`src/hdl/sspi_pkg.sv`:
```
// ----------------------------------------------------------------------------
// sspi_pkg
// Shared types and constants for the script sequence index parser: transaction
// payloads, parse phase codes and configuration register indexes.
// ----------------------------------------------------------------------------
`timescale 1ns / 1ps

package sspi_pkg;

	// input transaction: one script byte
	typedef struct packed {
		logic       first_byte;
		logic [7:0] data_byte;
	} in_t;

	// output transaction: one parse report
	typedef struct packed {
		logic        entry_valid;
		logic [2:0]  entry_index;
		logic [15:0] entry_offset;
		logic        finished;
		logic        malformed;
		logic [2:0]  sequence_count;
	} out_t;

	// parse phases
	localparam logic [1:0] PH_IDLE  = 2'd0;
	localparam logic [1:0] PH_TABLE = 2'd1;
	localparam logic [1:0] PH_CMDS  = 2'd2;
	localparam logic [1:0] PH_DONE  = 2'd3;

	// configuration register indexes
	localparam logic [1:0] REG_TABLE_OFFSET = 2'd0;
	localparam logic [1:0] REG_TABLE_END    = 2'd1;
	localparam logic [1:0] REG_CMD_END      = 2'd2;

	// configuration reset values
	localparam logic [7:0] TABLE_OFFSET_RST = 8'd12;
	localparam logic [7:0] TABLE_END_RST    = 8'd85;
	localparam logic [7:0] CMD_END_RST      = 8'd254;

	// record layout
	localparam logic [16:0] ID_BYTE_OFS   = 17'd3;  // id byte of a time-table entry
	localparam logic [16:0] ENTRY_STEP    = 17'd4;  // time-table entry size
	localparam logic [16:0] CMD_ID_OFS    = 17'd2;  // command id within a record
	localparam logic [16:0] CMD_LEN_OFS   = 17'd3;  // command length within a record
	localparam logic [16:0] CMD_HDR_LEN   = 17'd4;  // header bytes in front of payload
	localparam logic [16:0] SEQ_END_LEN   = 17'd5;  // size of a sequence end record
	localparam logic [17:0] LIMIT_MARGIN  = 18'd2;  // records stop at length - 2

endpackage

```
`src/hdl/script_sequence_index_parser.sv`:
```
// ----------------------------------------------------------------------------
// script_sequence_index_parser
// Streams a script image one byte per transaction and reports the start
// offset of each command sequence. A byte with first_byte set restarts the
// parse; bytes 0 and 1 give the script length. The time table is walked from
// table_offset in 4-byte entries until the table end id, then command records
// are walked and each sequence start is reported, up to MAX_SEQUENCES or the
// length limit. A missing table end gives a single malformed report. One byte
// is accepted every cycle: the parse state and the output register are updated
// in the same cycle, and intake pauses only while a report sits in the output
// register and out_ready is low. Bytes that give no report return nothing.
// ----------------------------------------------------------------------------
`timescale 1ns / 1ps

module script_sequence_index_parser #(
	parameter int MAX_SEQUENCES = 5
) (
	input  logic             clk,
	input  logic             arst_n,
	input  logic             in_valid,
	output logic             in_ready,
	input  sspi_pkg::in_t    in_data,
	output logic             out_valid,
	input  logic             out_ready,
	output sspi_pkg::out_t   out_data,
	input  logic             cfg_write,
	input  logic [1:0]       cfg_index,
	input  logic [7:0]       cfg_data
);

	import sspi_pkg::*;

	localparam logic [2:0] MAX_SEQ_C = 3'(MAX_SEQUENCES);

	// configuration registers
	logic [7:0]  table_offset_q;
	logic [7:0]  table_end_q;
	logic [7:0]  cmd_end_q;

	// parse state
	logic [1:0]  phase_q,  phase_n;
	logic [15:0] pos_q,    pos_n;
	logic [7:0]  low_q,    low_n;
	logic [15:0] len_q,    len_n;
	logic [16:0] rec_q,    rec_n;
	logic [2:0]  found_q,  found_n;

	// output register
	logic        out_valid_q;
	out_t        out_data_q;

	// next-state working values
	logic        in_fire;
	logic        res_valid;
	out_t        res;
	logic [15:0] pos_inc;
	logic [16:0] pos_ext;
	logic [16:0] rec_next;
	logic        rep_en;
	logic [16:0] rep_start;
	logic [2:0]  rep_count;
	logic        rep_fin;

	assign in_fire   = in_valid && in_ready;
	assign in_ready  = !out_valid_q || out_ready;
	assign out_valid = out_valid_q;
	assign out_data  = out_data_q;

	// configuration writes, indexes past the list are ignored
	always_ff @(posedge clk or negedge arst_n) begin
		if (!arst_n) begin
			table_offset_q <= TABLE_OFFSET_RST;
			table_end_q    <= TABLE_END_RST;
			cmd_end_q      <= CMD_END_RST;
		end else if (cfg_write) begin
			case (cfg_index)
				REG_TABLE_OFFSET: table_offset_q <= cfg_data;
				REG_TABLE_END:    table_end_q    <= cfg_data;
				REG_CMD_END:      cmd_end_q      <= cfg_data;
				default:          ;
			endcase
		end
	end

	// parse step for one byte
	always_comb begin
		phase_n   = phase_q;
		pos_n     = pos_q;
		low_n     = low_q;
		len_n     = len_q;
		rec_n     = rec_q;
		found_n   = found_q;
		res_valid = 1'b0;
		res       = '0;
		rep_en    = 1'b0;
		rep_start = '0;
		rep_count = '0;
		rep_fin   = 1'b0;
		rec_next  = '0;
		// saturating byte position
		pos_inc   = (pos_q != 16'hFFFF) ? pos_q + 16'd1 : pos_q;
		pos_ext   = {1'b0, pos_inc};

		if (in_data.first_byte) begin
			phase_n = PH_TABLE;
			pos_n   = '0;
			low_n   = in_data.data_byte;
			len_n   = '0;
			rec_n   = {9'd0, table_offset_q} + ID_BYTE_OFS;
			found_n = '0;
		end else if (phase_q == PH_TABLE || phase_q == PH_CMDS) begin
			pos_n = pos_inc;
			if (phase_q == PH_TABLE) begin
				// time table walk
				if (pos_inc == 16'd1) begin
					len_n = {in_data.data_byte, low_q};
				end else if (pos_inc >= len_q) begin
					phase_n            = PH_DONE;
					res_valid          = 1'b1;
					res.finished       = 1'b1;
					res.malformed      = 1'b1;
				end else if (pos_ext == rec_q) begin
					if (in_data.data_byte == table_end_q) begin
						rep_en    = 1'b1;
						rep_start = pos_ext + 17'd1;
					end else begin
						rec_n = rec_q + ENTRY_STEP;
					end
				end
			end else begin
				// command record walk
				if (pos_ext == rec_q + CMD_ID_OFS) begin
					if (in_data.data_byte == cmd_end_q) begin
						rep_en    = 1'b1;
						rep_start = rec_q + SEQ_END_LEN;
					end
				end else if (pos_ext == rec_q + CMD_LEN_OFS) begin
					rec_next = rec_q + {9'd0, in_data.data_byte} + CMD_HDR_LEN;
					rec_n    = rec_next;
					if ({1'b0, rec_next} + LIMIT_MARGIN >= {2'b00, len_q}) begin
						phase_n            = PH_DONE;
						res_valid          = 1'b1;
						res.finished       = 1'b1;
						res.sequence_count = found_q;
					end
				end
			end
		end

		// sequence start report
		if (rep_en) begin
			rep_count = found_q + 3'd1;
			rep_fin   = (rep_count >= MAX_SEQ_C) ||
			            ({1'b0, rep_start} + LIMIT_MARGIN >= {2'b00, len_q});
			found_n   = rep_count;
			rec_n     = rep_start;
			phase_n   = rep_fin ? PH_DONE : PH_CMDS;
			res_valid          = 1'b1;
			res.entry_valid    = 1'b1;
			res.entry_index    = found_q;
			res.entry_offset   = rep_start[16] ? 16'hFFFF : rep_start[15:0];
			res.finished       = rep_fin;
			res.sequence_count = rep_count;
		end
	end

	// parse state registers
	always_ff @(posedge clk or negedge arst_n) begin
		if (!arst_n) begin
			phase_q <= PH_IDLE;
			pos_q   <= '0;
			low_q   <= '0;
			len_q   <= '0;
			rec_q   <= '0;
			found_q <= '0;
		end else if (in_fire) begin
			phase_q <= phase_n;
			pos_q   <= pos_n;
			low_q   <= low_n;
			len_q   <= len_n;
			rec_q   <= rec_n;
			found_q <= found_n;
		end
	end

	// output transaction register
	always_ff @(posedge clk or negedge arst_n) begin
		if (!arst_n) begin
			out_valid_q <= 1'b0;
		end else if (in_fire) begin
			out_valid_q <= res_valid;
		end else if (out_ready) begin
			out_valid_q <= 1'b0;
		end
	end

	always_ff @(posedge clk) begin
		if (in_fire && res_valid) begin
			out_data_q <= res;
		end
	end

endmodule
```
`config.mk`:
```
export PLATFORM = sky130hd
export DESIGN_NAME = script_sequence_index_parser
export DESIGN_NICKNAME = d
export VERILOG_FILES = /design/src/hdl/sspi_pkg.sv /design/src/hdl/script_sequence_index_parser.sv
export SDC_FILE = /design/constraint.sdc
export NUM_CORES = 1
export LEC_CHECK = 0
export BUFFER_PORTS_ARGS = -buffer_cell sky130_fd_sc_hd__buf_2
export CAP_MARGIN = 20
export CELL_PAD_IN_SITES_DETAIL_PLACEMENT = 1
export CELL_PAD_IN_SITES_GLOBAL_PLACEMENT = 1
export CORE_UTILIZATION = 52
export DETAILED_ROUTE_END_ITERATION = 10
export PLACE_DENSITY = 0.9
export SYNTH_ARGS = -nofsm -noshare
export SYNTH_HDL_FRONTEND = slang
export SYNTH_SLANG_ARGS = --single-unit
```
`constraint.sdc`:
```
create_clock -name clk -period 11.36 [get_ports clk]
set_input_delay 1.704 -clock clk [delete_from_list [all_inputs] [get_ports clk]]
set_output_delay 1.704 -clock clk [all_outputs]
set_load 0.02 [all_outputs]
```
==> reports/qor.yml <==
worstReg2RegStart: "pos_q[1]"
synthArstFlopShare_pct: 77.7
grt_pass1_vias: 11600
cp-end-kind: "register"
startpoint: "pos_q[1]"
fin_nets: 1433
power_density_mw_per_mm2: 172
cts.path.max_buffers: 2
synth_fp_nets: 1423
io_pins: 51
max_freq_mhz: 105
first_pass_iters: 5
fin_crit_sh_pct: 83.9
synth_seq_area_share_pct: 26.4
grt_max_degree: 48
crit_top_cell: "a21o_1"
die_w_um: 148
area_growth_pct: 6.67
cap_violations: 0
m1WireLength_mm: 18.4
synth_common_cells: "nand2_1, nor2_1, xnor2_1"
hold_depth: 2
place_area_sq_mm: 0.0115
path_clk_slew_ns: 0.10
yosys.area.top_type: "dfrtp_1"
max-slew-margin-rel_pct: 30.3
final_cell_area_sq_mm: 0.0119
routed_wl_mm: 46.7
fin_ws_ns: 1.83
cts_buffers: 9
r2r-end: "out_data[4]"
avgSynthCellArea_sq_um: 8.45
critPathLaunchType: "register"
synthSimpleGateAreaFrac_pct: 23.0
critical_path_peak_fanout: 14
track_usage_pct: 43.0
grt-ovfl-total: 0
port_buffers: 50
finalSetupTns_ns: 0
synth_edf_count: 25
clock-root-buffer: "clkbuf_16"
worstSetupPathType: "reg -> reg"
die_h_um: 148
synth_top_family_by_area: "simple AND/OR/NAND/NOR gates"
setup_viol: 0
dr.max_layer_used: "met5"
r2r_cells: 32
place_ws_ns: 2.17
synthCells: 1318
synth_compound_area_share_pct: 19.6
max_stage_delay_ns: 0.89
min_to: "low_q[2]"
synthAdderAreaFrac_pct: 9.16
yosys_warnings: 0
synth.most_common_cell: "nand2_1"
clk_latency_ns: 0.39
netlist_top_cells_area: "dfrtp_1, ha_1, xnor2_1, edfxtp_1, nand2_1"
rsz0062_at_grt: "no"
routed_via_density: 7.08
worstPathArrival_ns: 9.69
cts_tree: "built"
drt-wirelength-per-cell_um: 29.0
htreeDepth: 3
wl_met2_mm: 20.9
tightest_slew_ns: 1.04
r2r_slack_ns: 1.83
status: "complete, no violations"
post_cts_buffers: 0
path_delay_family: "compound AO/OA/AOI/OAI gates"
die_area_sq_mm: 0.0220
irDropWorstVdd_uv: 177
dp_hpwl_mm: 35.7
antenna_found_initial: 1
period_needed_ns: 9.53
place_congestion: 0.994
synthXorXnorAreaFrac_pct: 11.6
start_util_pct: 53.0
grt_pass1_wl_mm: 69.9
synth_area_sq_mm: 0.0111
hold_buffers: 0
hp-start: "low_q[2]"
cts_resized: 0
hp-class: "reg -> reg"
synth_cell_type_count: 99
fillers: 2527
critical_path.slowest_cell: "a2111oi_0"
drive_gt1_share_pct: 12.7
drt_iter0_markers: 1117
fin_skew_ns: 0.0229
rows: 53
cp.buffers_inverters: 2
ys_ff_latch: 112
ant_nets: 0
leakagePower_nw: 5.03
crit_required_ns: 11.51
cts_sinks: 112
vias: 11400
hold_viol: 0
wl_met3_mm: 4.56
drc: 0
drv_slew: 0
coreArea_sq_mm: 0.0210
synth.top_cell.area_share_pct: 16.6
synth_top_flop_cell: "dfrtp_1"
synth.area.mux_share_pct: 5.20
==> placed cells by master, fill, tap and decap left out, drive strengths merged, types with 37 or more instances in the layout <==
master / instances
dfrtp: 74
a21oi: 65
o21ai: 74
buf: 65
xnor2: 93
nor2: 93
xor2: 44
nand2: 115
nand3: 57
inv: 67
nor3: 37
ha: 80
==> worst register-to-register path, delay by kind of cell (launching register included) <==
kind | cells | cell delay [ns]
simple gates | 8 | 3.16
fa+ha+maj | 4 | 1.25
buf+inv | 2 | 0.20
xor+xnor | 2 | 0.44
flops | 1 | 0.64
compound gates | 16 | 3.62
==> power by group <==
part / internal, mW / switching (mW)
Combinational: 0.417 / 0.688
Sequential: 0.466 / 0.117
Clock: 0.157 / 0.193
==> sequential cells by signal, summed over array words and instances, names as in the netlist, 2 cells and up <==
name            flops
table_end_q         8
found_q             3
out_data           25
table_offset_q      8
rec_q              17
cmd_end_q           8
len_q              16
pos_q              16
phase_q             2
low_q               8
==> final cells by class <==
cell class / instances / area, sq um / area share, %
Multi-Input combinational cell: 1072 / 7640 / 64.3
Sequential cell: 112 / 2940 / 24.8
Timing Repair Buffer: 67 / 410 / 3.45
Tap cell: 275 / 344 / 2.89
Inverter: 66 / 248 / 2.08
Clock buffer: 9 / 225 / 1.89
Clock inverter: 7 / 73.8 / 0.621
Antenna cell: 1 / 2.50 / 0.0211
==> per-stage QoR <==
step / cells / hold slack [ns] / utilization [%] / power [mW]
3_3_place_gp: 1589 / 0.463 / 54.9 / 1.57
4_1_cts: 1605 / 0.510 / 56.3 / 1.99
5_1_grt: 1608 / 0.532 / 56.5 / 2.12
6_report: 1609 / 0.525 / 56.5 / 2.04
2_1_floorplan: 1318 / 0.450 / - / 1.28
3_5_place_dp: 1589 / 0.480 / 54.9 / 1.64
==> routing by layer <==
layer	up-vias	global-route usage [%]
li1	4867	-
met1	5690	54.5
met2	647	67.0
met3	192	9.39
met4	2	26.0
met5	-	0
==> worst max-delay path by stage <==
stage                   to  slack [ns]  cells past startpoint
2_1_floorplan  out_data[4]        4.61                     34
3_3_place_gp   out_data[4]        2.54                     32
3_5_place_dp   out_data[4]        2.17                     32
4_1_cts        out_data[4]        2.10                     32
5_1_grt        out_data[4]        1.41                     32
6_report       out_data[4]        1.83                     32
==> logic make-up after synthesis <==
kind of cell | Yosys count
flip-flops | 112
XOR/XNOR | 141
buffers and inverters | 134
AND/OR/NAND/NOR | 482
multiplexers | 53
AO/OA/AOI/OAI | 315
adder cells (fa/ha/maj) | 81
Note: power is estimated with default switching activity, not from simulation.
